### src/hdl/cfd_pkg.sv
package cfd_pkg;

  // marker bytes that open a frame
  localparam logic [7:0] MARK_FIRST  = 8'h21;
  localparam logic [7:0] MARK_SECOND = 8'h4B;

  // body byte positions after the marker
  localparam int unsigned POS_W = 4;
  localparam logic [POS_W-1:0] POS_SEQ_B0 = 4'd0;
  localparam logic [POS_W-1:0] POS_SEQ_B1 = 4'd1;
  localparam logic [POS_W-1:0] POS_SEQ_B2 = 4'd2;
  localparam logic [POS_W-1:0] POS_SEQ_B3 = 4'd3;
  localparam logic [POS_W-1:0] POS_X      = 4'd4;
  localparam logic [POS_W-1:0] POS_Y      = 4'd5;
  localparam logic [POS_W-1:0] POS_BTN_B0 = 4'd6;
  localparam logic [POS_W-1:0] POS_BTN_B1 = 4'd7;
  localparam logic [POS_W-1:0] POS_LAST   = 4'd8;

  localparam int unsigned SEQ_W = 32;
  localparam int unsigned STK_W = 8;
  localparam int unsigned BTN_W = 24;

  // finished frame handed from the parser to the hold stage
  typedef struct packed {
    logic             done;
    logic [SEQ_W-1:0] seq;
    logic [STK_W-1:0] x;
    logic [STK_W-1:0] y;
    logic [BTN_W-1:0] buttons;
  } frame_t;

endpackage

### src/hdl/cfd_parse.sv
module cfd_parse (
  input  logic                 clk,
  input  logic                 rst_n,
  input  logic                 byte_vld,
  input  logic                 step,
  input  logic [7:0]           data_byte,
  input  logic                 end_of_datagram,
  output cfd_pkg::frame_t      frame
);

  typedef enum logic [1:0] {
    PH_HUNT = 2'd0,
    PH_SEEN = 2'd1,
    PH_BODY = 2'd2
  } phase_t;

  phase_t                         phase_r, phase_nxt;
  logic [cfd_pkg::POS_W-1:0]      pos_r, pos_nxt;
  logic [cfd_pkg::SEQ_W-1:0]      seq_r, seq_nxt;
  logic [cfd_pkg::STK_W-1:0]      x_r, x_nxt;
  logic [cfd_pkg::STK_W-1:0]      y_r, y_nxt;
  logic [15:0]                    btn_r, btn_nxt;

  always_comb begin
    phase_nxt = phase_r;
    pos_nxt   = pos_r;
    seq_nxt   = seq_r;
    x_nxt     = x_r;
    y_nxt     = y_r;
    btn_nxt   = btn_r;
    case (phase_r)
      PH_BODY: begin
        case (pos_r)
          cfd_pkg::POS_SEQ_B0: seq_nxt[7:0]   = data_byte;
          cfd_pkg::POS_SEQ_B1: seq_nxt[15:8]  = data_byte;
          cfd_pkg::POS_SEQ_B2: seq_nxt[23:16] = data_byte;
          cfd_pkg::POS_SEQ_B3: seq_nxt[31:24] = data_byte;
          cfd_pkg::POS_X:      x_nxt          = data_byte;
          cfd_pkg::POS_Y:      y_nxt          = data_byte;
          cfd_pkg::POS_BTN_B0: btn_nxt[7:0]   = data_byte;
          cfd_pkg::POS_BTN_B1: btn_nxt[15:8]  = data_byte;
          default: ;
        endcase
        if (pos_r >= cfd_pkg::POS_LAST) begin
          phase_nxt = PH_HUNT;
          pos_nxt   = '0;
        end else begin
          pos_nxt = pos_r + 1'b1;
        end
      end
      PH_SEEN: begin
        if (data_byte == cfd_pkg::MARK_SECOND) begin
          phase_nxt = PH_BODY;
          pos_nxt   = '0;
          seq_nxt   = '0;
          x_nxt     = '0;
          y_nxt     = '0;
          btn_nxt   = '0;
        end else if (data_byte == cfd_pkg::MARK_FIRST) begin
          phase_nxt = PH_SEEN;
        end else begin
          phase_nxt = PH_HUNT;
        end
      end
      default: begin
        phase_nxt = (data_byte == cfd_pkg::MARK_FIRST) ? PH_SEEN : PH_HUNT;
      end
    endcase
    if (end_of_datagram) begin
      phase_nxt = PH_HUNT;
      pos_nxt   = '0;
    end
  end

  always_ff @(posedge clk) begin
    if (!rst_n) begin
      phase_r <= PH_HUNT;
      pos_r   <= '0;
      seq_r   <= '0;
      x_r     <= '0;
      y_r     <= '0;
      btn_r   <= '0;
    end else if (step) begin
      phase_r <= phase_nxt;
      pos_r   <= pos_nxt;
      seq_r   <= seq_nxt;
      x_r     <= x_nxt;
      y_r     <= y_nxt;
      btn_r   <= btn_nxt;
    end
  end

  // last body byte completes the frame in the same pass
  always_comb begin
    frame.done    = byte_vld && (phase_r == PH_BODY) && (pos_r >= cfd_pkg::POS_LAST);
    frame.seq     = seq_r;
    frame.x       = x_r;
    frame.y       = y_r;
    frame.buttons = {data_byte, btn_r};
  end

endmodule

### src/hdl/cfd_hold.sv
module cfd_hold (
  input  logic                        clk,
  input  logic                        rst_n,
  input  logic                        step,
  input  cfd_pkg::frame_t             frame,
  output logic                        busy,
  output logic                        out_valid,
  input  logic                        out_stall,
  output logic                        out_frame_accepted,
  output logic [cfd_pkg::SEQ_W-1:0]   out_frame_sequence,
  output logic [cfd_pkg::STK_W-1:0]   out_stick_x,
  output logic [cfd_pkg::STK_W-1:0]   out_stick_y,
  output logic [cfd_pkg::BTN_W-1:0]   out_button_bits
);

  logic [cfd_pkg::SEQ_W-1:0] last_r;
  logic [cfd_pkg::STK_W-1:0] hx_r, hx_nxt;
  logic [cfd_pkg::STK_W-1:0] hy_r, hy_nxt;
  logic [cfd_pkg::BTN_W-1:0] hb_r, hb_nxt;
  logic                      vld_r;
  logic                      acc_r;
  logic [cfd_pkg::SEQ_W-1:0] seq_r;
  logic                      fresh;
  logic                      load;

  // zero doubles as nothing accepted yet
  assign fresh = (last_r == '0) || (frame.seq >= last_r);
  assign load  = step && frame.done;
  assign busy  = vld_r && out_stall;

  always_comb begin
    hx_nxt = fresh ? frame.x       : hx_r;
    hy_nxt = fresh ? frame.y       : hy_r;
    hb_nxt = fresh ? frame.buttons : hb_r;
  end

  always_ff @(posedge clk) begin
    if (!rst_n) begin
      vld_r  <= 1'b0;
      last_r <= '0;
      hx_r   <= '0;
      hy_r   <= '0;
      hb_r   <= '0;
    end else begin
      if (load) begin
        vld_r <= 1'b1;
        hx_r  <= hx_nxt;
        hy_r  <= hy_nxt;
        hb_r  <= hb_nxt;
        if (fresh) begin
          last_r <= frame.seq;
        end
      end else if (!out_stall) begin
        vld_r <= 1'b0;
      end
    end
  end

  always_ff @(posedge clk) begin
    if (load) begin
      acc_r <= fresh;
      seq_r <= frame.seq;
    end
  end

  assign out_valid          = vld_r;
  assign out_frame_accepted = acc_r;
  assign out_frame_sequence = seq_r;
  assign out_stick_x        = hx_r;
  assign out_stick_y        = hy_r;
  assign out_button_bits    = hb_r;

endmodule

### src/hdl/controller_frame_deframer.sv
// Controller frame deframer: takes datagram bytes one beat at a time, hunts for the
// marker '!' 'K', then gathers a 9-byte body (32-bit little-endian sequence number,
// stick x, stick y, 24-bit little-endian buttons). A frame whose sequence number is
// below the last accepted one is reported as stale and leaves the held values alone;
// the first frame after reset is always taken. A beat with end_of_datagram set drops
// any partial marker or frame, though a frame completing on that very beat is still
// reported. Each finished frame gives one result beat with the held controller values.
// Throughput is one byte per clock unless in_stall holds the input: a byte sits in the
// input register, and the parser and staleness compare run in a single pass into the
// result register, which presents the result beat. in_stall rises only when a result
// is due while the result register is still stalled.
module controller_frame_deframer (
  input  logic                        clk,
  input  logic                        rst_n,
  // byte input channel
  input  logic                        in_valid,
  output logic                        in_stall,
  input  logic [7:0]                  in_data_byte,
  input  logic                        in_end_of_datagram,
  // frame result channel
  output logic                        out_valid,
  input  logic                        out_stall,
  output logic                        out_frame_accepted,
  output logic [cfd_pkg::SEQ_W-1:0]   out_frame_sequence,
  output logic [cfd_pkg::STK_W-1:0]   out_stick_x,
  output logic [cfd_pkg::STK_W-1:0]   out_stick_y,
  output logic [cfd_pkg::BTN_W-1:0]   out_button_bits
);

  // input register
  logic       in_vld_r;
  logic [7:0] byte_r;
  logic       eod_r;

  cfd_pkg::frame_t frame;
  logic            out_busy;
  logic            step;
  logic            take;

  // the held byte moves on unless it finishes a frame and the result slot is stuck
  assign step     = in_vld_r && !(frame.done && out_busy);
  assign in_stall = in_vld_r && !step;
  assign take     = in_valid && !in_stall;

  always_ff @(posedge clk) begin
    if (!rst_n) begin
      in_vld_r <= 1'b0;
    end else if (take) begin
      in_vld_r <= 1'b1;
    end else if (step) begin
      in_vld_r <= 1'b0;
    end
  end

  // payload held while stalled
  always_ff @(posedge clk) begin
    if (take) begin
      byte_r <= in_data_byte;
      eod_r  <= in_end_of_datagram;
    end
  end

  // marker hunt and body assembly
  cfd_parse u_parse (
    .clk             (clk),
    .rst_n           (rst_n),
    .byte_vld        (in_vld_r),
    .step            (step),
    .data_byte       (byte_r),
    .end_of_datagram (eod_r),
    .frame           (frame)
  );

  // staleness check, held values and result register
  cfd_hold u_hold (
    .clk                (clk),
    .rst_n              (rst_n),
    .step               (step),
    .frame              (frame),
    .busy               (out_busy),
    .out_valid          (out_valid),
    .out_stall          (out_stall),
    .out_frame_accepted (out_frame_accepted),
    .out_frame_sequence (out_frame_sequence),
    .out_stick_x        (out_stick_x),
    .out_stick_y        (out_stick_y),
    .out_button_bits    (out_button_bits)
  );

endmodule
### config.mk
export PLATFORM = sky130hd
export DESIGN_NAME = controller_frame_deframer
export DESIGN_NICKNAME = d
export VERILOG_FILES = /design/src/hdl/cfd_pkg.sv /design/src/hdl/cfd_parse.sv /design/src/hdl/cfd_hold.sv /design/src/hdl/controller_frame_deframer.sv
export SDC_FILE = /design/constraint.sdc
export NUM_CORES = 1
export LEC_CHECK = 0
export BUFFER_PORTS_ARGS = -buffer_cell sky130_fd_sc_hd__buf_2
export CORE_ASPECT_RATIO = 2
export CORE_UTILIZATION = 50
export CTS_CLUSTER_SIZE = 25
export DETAILED_ROUTE_END_ITERATION = 8
export PLACE_DENSITY = 0.7
export SYNTH_ARGS = -nofsm -noshare
export SYNTH_HDL_FRONTEND = slang
export SYNTH_HIERARCHICAL = 1
export SYNTH_SLANG_ARGS = --single-unit
### constraint.sdc
create_clock -name clk -period 6.3 [get_ports clk]
set_input_delay 1.26 -clock clk [delete_from_list [all_inputs] [get_ports clk]]
set_output_delay 1.26 -clock clk [all_outputs]
set_load 0.1 [all_outputs]
---- Word-level counts from Yosys, hierarchy flattened ----
Index checks and enable logic that the tools add are counted.
word-level totals
  memories ................................ 0
  bits in latches ......................... 0
  flip-flop bits (word level) ............. 186
  bits in read-only memories .............. 0
  word-level logic and storage cells ...... 102
  bits in writable memories ............... 0
  input port bits ......................... 13
  output and inout bits ................... 75
cells by class
  equal/unequal tests ..................... 23
  order comparisons ....................... 2
  shift-type cells ........................ 0
  reductions and logical operators ........ 28
  mux-type cells .......................... 28
  bitwise operators ....................... 0
  div/mod/pow operators ................... 0
  $mul .................................... 0
  add/subtract/negate cells ............... 1
operators with widths
  cell                                                              number
  8-bit 2-to-1 mux                                                  9
  32-bit case mux with 2 select lines                               1
  32-bit greater-or-equal comparator                                1
  32-bit logical NOT                                                1
  32-bit 2-to-1 mux                                                 1
  16-bit case mux with 2 select lines                               1
  8-bit case mux with 2 select lines                                2
  4-bit AND reduction                                               8
  4-bit by 3-bit == test with 1-bit output (second input constant)  4
  16-bit 2-to-1 mux                                                 1
  2-bit != test (second input constant)                             8
  4-bit 2-to-1 mux                                                  3
  4-bit by 2-bit == test with 1-bit output (second input constant)  2
  8-bit by 6-bit == test with 1-bit output (second input constant)  1
  8-bit by 7-bit == test with 1-bit output (second input constant)  1
  1-bit logical AND                                                 8
  4-bit case mux with 2 select lines                                1
  2-bit 2-to-1 mux                                                  3
  1-bit 2-to-1 mux                                                  5
  4-bit by 1-bit adder with 4-bit output (second input constant)    1
  4-bit by 1-bit == test with 1-bit output (second input constant)  1
  4-bit greater-or-equal comparator (second input constant)         1
  4-bit logical NOT                                                 1
  2-bit by 1-bit != test with 1-bit output (second input constant)  2
  11 further kinds                                                  15

---- Logic depth before layout (Yosys ltp) ----
  depth after elaboration ................. 11
  mapped depth ............................ 10
  gate-level depth less buffers ........... 8

---- By module ----
Netlist, hierarchy kept.
modules (own cells, without submodules)
  module                     cells an instance  times used  seq. area each (um^2)  area each (um^2)
  cfd_hold                   475                1           2452.4                 5002.3
  cfd_parse                  301                1           1401.3                 2721.4
  controller_frame_deframer  14                 1           290.3                  322.8

---- Least setup slack after synthesis ----
No wires, ideal clock.
  path kind ............................... in2reg
  start ................................... input port out_stall
  end ..................................... register u_hold.acc_r (netlist: u_hold/out_frame_accepted), enable pin
  stages .................................. 4
  slack ................................... 3.032 ns
  required time ........................... 5.912 ns
  arrival ................................. 2.880 ns
  library setup time ...................... 0.388 ns
  path buffers ............................ 0
  path through ............................ and2_1 > a21boi_0 > nand2_1 > inv_1
on the way
  cells in the longest elaborated chain, start to end .. 5
ends and longest elaborated chain
  what                  RTL line                         RTL
  from (decl)           controller_frame_deframer.sv:22  input logic out_stall,
  1-bit logical AND     cfd_hold.sv:29                   assign busy = vld_r && out_stall;
  1-bit logical AND     controller_frame_deframer.sv:41  assign step = in_vld_r && !(frame.done && out_busy);
  1-bit logical NOT     controller_frame_deframer.sv:41
  1-bit logical AND     controller_frame_deframer.sv:41
  via step              controller_frame_deframer.sv:37  logic step;
  1-bit logical AND     cfd_hold.sv:28                   assign load = step && frame.done;
  via u_hold.load       cfd_hold.sv:24                   logic load;
  to (signal assigned)  cfd_hold.sv:61                   acc_r <= fresh;
  to (decl)             cfd_hold.sv:21                   logic acc_r;
The timed path passes the listed nets, and every way through them passes these cells.
A chain may end at the register's enable or synchronous reset.

---- Worst setup path in the final report ----
  start ................................... input port out_stall
  end ..................................... register u_hold/last_r[28] (netlist bit)
on the way
  cells in the longest elaborated chain, start to end .. 6
ends and longest elaborated chain
  what                           RTL line                         RTL
  1-bit logical AND              cfd_hold.sv:29
  via out_busy                   controller_frame_deframer.sv:36  logic out_busy;
  1-bit logical AND              controller_frame_deframer.sv:41
  1-bit logical NOT              controller_frame_deframer.sv:41
  1-bit logical AND              controller_frame_deframer.sv:41
  via step                       controller_frame_deframer.sv:37
  1-bit logical AND              cfd_hold.sv:28
  2-bit AND reduction (no line)  n/a
  to (signal assigned)           cfd_hold.sv:51                   last_r <= frame.seq;
  to (decl)                      cfd_hold.sv:16                   logic [cfd_pkg::SEQ_W-1:0] last_r;
The timed path passes the listed nets, and every way through them passes these cells.

==> results.json <==
{
  "layout_commonest_cell": "nand2_1",
  "swShare_pct": 21.9,
  "worstPathRequired_ns": 6.64,
  "ys_dominant_reg_cell": "dfxtp_1",
  "rsz0062_at_grt": "false",
  "num_antenna_cells": 0,
  "vdd_drop_max_v": 0.000199,
  "worstSkewPairLatency_ns": 0.42,
  "routedWlPerCell_um": 15.7,
  "critPathKind": "primary input to flop",
  "cpPeakStageDelay_ns": 0.78,
  "ys_warn_count": 6,
  "worstPathCellList": "buf_2 -> and2_1 -> a21boi_0 -> nand2_1 -> a31oi_4 -> buf_12 -> mux2i_1",
  "cts_resized": 0,
  "p_sw_uw": 504,
  "h-tree-depth": 4,
  "start_util_pct": 51.0,
  "arrival_ns": 4.04,
  "seq_power_share_pct": 53.4,
  "drt_first_pass_iters": 4,
  "dp_hpwl_um": 11400,
  "tightest_slew_ns": 0.986,
  "seq_area_frac_synth_pct": 51.5,
  "layout.cells.most_common_list": "nand2_1 (230), dfxtp_1 (144), buf_2 (86), mux2i_1 (76), o22ai_1 (62)",
  "drt_iter0_drc": 330,
  "grt_max_degree": 127,
  "slew_headroom_pct": 33.7,
  "finalCritPeriodShare_pct": 58.7,
  "path_max_fanout": 55,
  "synth_edf_count": 42,
  "synthCells": 790,
  "clkSlewWorstSetupHoldPaths_ns": 0.07,
  "critPathSlowestCell": "a21boi_0",
  "tns_ns": 0,
  "hold_path.class": "flop to flop",
  "setup_viol": 0,
  "stdcell_area_um2": 8890,
  "holdWs_ns": 0.457,
  "die_width_um": 91.7,
  "finalHoldViolations": 0,
  "final_max_slew_viol_count": 0,
  "drive_above_1_share_pct": 16.6,
  "holdBufCountCts": 0,
  "power.leakage_nw": 3.42,
  "p_comb_share_pct": 1.5,
  "area_growth_pct": 10.5,
  "core_area_um2": 15800,
  "placed_cell_area_um2": 8320,
  "vias_per_cell": 5.29,
  "final_nets": 905,
  "ios": 88,
  "cts_buffers": 17,
  "ys_ff_latch": 186,
  "dieArea_um2": 16600,
  "skew_ns": 0.00911,
  "path_buf_inv": 2,
  "worst_path_dominant_cell_family": "compound AO/OA/AOI/OAI gates",
  "power_density_nw_per_um2": 258,
  "cts_max_path_buffers": 2,
  "startpoint_type": "primary input",
  "core.rowCount": 65,
  "avgSynthCellArea_um2": 10.2,
  "yosysUniqueCellTypes": 59,
  "p_int_mw": 1.79,
  "routabilityCongestion": 0.864,
  "cp-end-kind": "flop",
  "cts_sinks": 186,
  "postCtsSetupBuffers": 0,
  "cts_tree": "yes",
  "final_core_util_pct": 56.4,
  "vias": 5648,
  "cap_violations": 0,
  "ant_nets": 0,
  "synthArstFlopShare_pct": 0,
  "grt_overflow": 0,
  "synth.cell_area_um2": 8050,
  "root_buffer": "clkbuf_16",
  "synth_fp_nets": 841,
  "grt_pass1_vias": 5559,
  "max_freq_mhz": 270,
  "io_buffers": 87,
  "grt_usage_pct": 21.0,
  "drt-total-wl_um": 16800,
  "finalPower_mw": 2.30,
  "grt_pass1_wl_um": 27200,
  "drcViolationCount": 0,
  "period_needed_ns": 3.70,
  "clkPwrFrac_pct": 45.1,
  "outcome": "finished, final reports clean",
  "die_y_um": 181,
  "antenna_found_initial": 0
}
registers in the layout (all words and copies together) (netlist names):
register                   flops
byte_r                         8
eod_r                          1
in_vld_r                       1
u_hold/last_r                 32
u_hold/out_button_bits        24
u_hold/out_frame_accepted      1
u_hold/out_frame_sequence     32
u_hold/out_stick_x             8
u_hold/out_stick_y             8
u_hold/out_valid               1
u_parse/btn_r                 16
u_parse/phase_r                2
u_parse/pos_r                  4
u_parse/seq_r                 32
u_parse/x_r                    8
u_parse/y_r                    8
power groups by stage:
stage,clock network (mW),logic [mW],registers [mW]
after floorplan,0,0.0415,1.25
after global placement,0,0.0347,1.25
after detailed placement,0,0.0347,1.25
after CTS,1.06,0.0347,1.23
after global routing,1.11,0.0390,1.23
final,1.04,0.0347,1.23
synthesized netlist by cell type (2+ instances only):
| cell type | n | area [µm²] |
|---|---|---|
| nor2b_1 | 5 | 31.3 |
| nand2_1 | 230 | 863 |
| a31oi_1 | 2 | 12.5 |
| a21oi_1 | 13 | 65.1 |
| inv_1 | 37 | 139 |
| a21boi_0 | 2 | 15.0 |
| nor2_1 | 13 | 48.8 |
| a21oi_2 | 7 | 61.3 |
| o21a_1 | 3 | 22.5 |
| buf_4 | 8 | 60.1 |
| ha_1 | 38 | 475 |
| buf_1 | 2 | 7.51 |
| o22ai_1 | 62 | 388 |
| edfxtp_1 | 42 | 1260 |
| buf_12 | 7 | 140 |
| clkbuf_8 | 13 | 179 |
| and3_1 | 3 | 18.8 |
| mux2i_1 | 76 | 761 |
| o21ai_0 | 5 | 25.0 |
| o31ai_1 | 2 | 15.0 |
| and2_1 | 2 | 12.5 |
| nand4_1 | 5 | 31.3 |
| nand3_1 | 15 | 75.1 |
| nor3_1 | 2 | 10.0 |
| nor4_1 | 8 | 50.1 |
| dlygate4sd3_1 | 2 | 20.0 |
| buf_2 | 2 | 10.0 |
| dfxtp_1 | 144 | 2880 |
| clkbuf_1 | 10 | 37.5 |
logic make-up after synthesis:
logic type | count (synthesis) | share of synthesized area (%)
muxes | 76 | 9.45
AOI/OAI and AO/OA | 109 | 9.27
buffers and inverters | 83 | 7.56
DFF | 186 | 51.5
and+or+nand+nor | 298 | 16.3
adders and majority gates | 38 | 5.91
cell type report:
cell class / instances / area [µm²]
repair buffers: 90 / 477
fillers: 1452 / 6890
well taps: 201 / 251
multi-input cells: 521 / 3300
clock buffers: 18 / 439
inverters: 38 / 143
clock inverters: 14 / 135
flip-flops and latches: 186 / 4140
path summary, 6_finish.rpt:
kind / startpoint / to / slack, ns / cells after the start
worst min-delay path: u_hold/out_stick_y[5] / u_hold/out_stick_y[5] / 0.46 / 2
worst max-delay path: out_stall / u_hold/last_r[28] / 2.60 / 7
worst min register to register: u_hold/out_stick_y[5] / u_hold/out_stick_y[5] / 0.46 / 2
worst max register to register: u_parse/phase_r[0] / u_hold/last_r[28] / 2.84 / 8
metrics by stage:
step / std cells / worst slack, ns
after CTS: 1068 / 2.63
after detailed placement: 1036 / 2.20
after global routing: 1068 / 2.46
after floorplan: 790 / 3.03
after global placement: 1036 / 2.31
final: 1068 / 2.60
worst min-delay path: cells and delay by family, from the launching register on:
family / cells / cell delay [ns]
flops: 1 / 0.31
mux: 1 / 0.05
simple gates: 1 / 0.05
layer usage:
layer / vias to the layer above / GRT usage (%) / share of wire (%)
met4: 0 / 9.81 / 3.4
met1: 2638 / 23.5 / 40
li1: 2859 / - / -
met3: 27 / 3.81 / 3.2
met5: - / 0 / 0
met2: 124 / 38.0 / 53
Note: power is estimated with default switching activity, not from simulation.
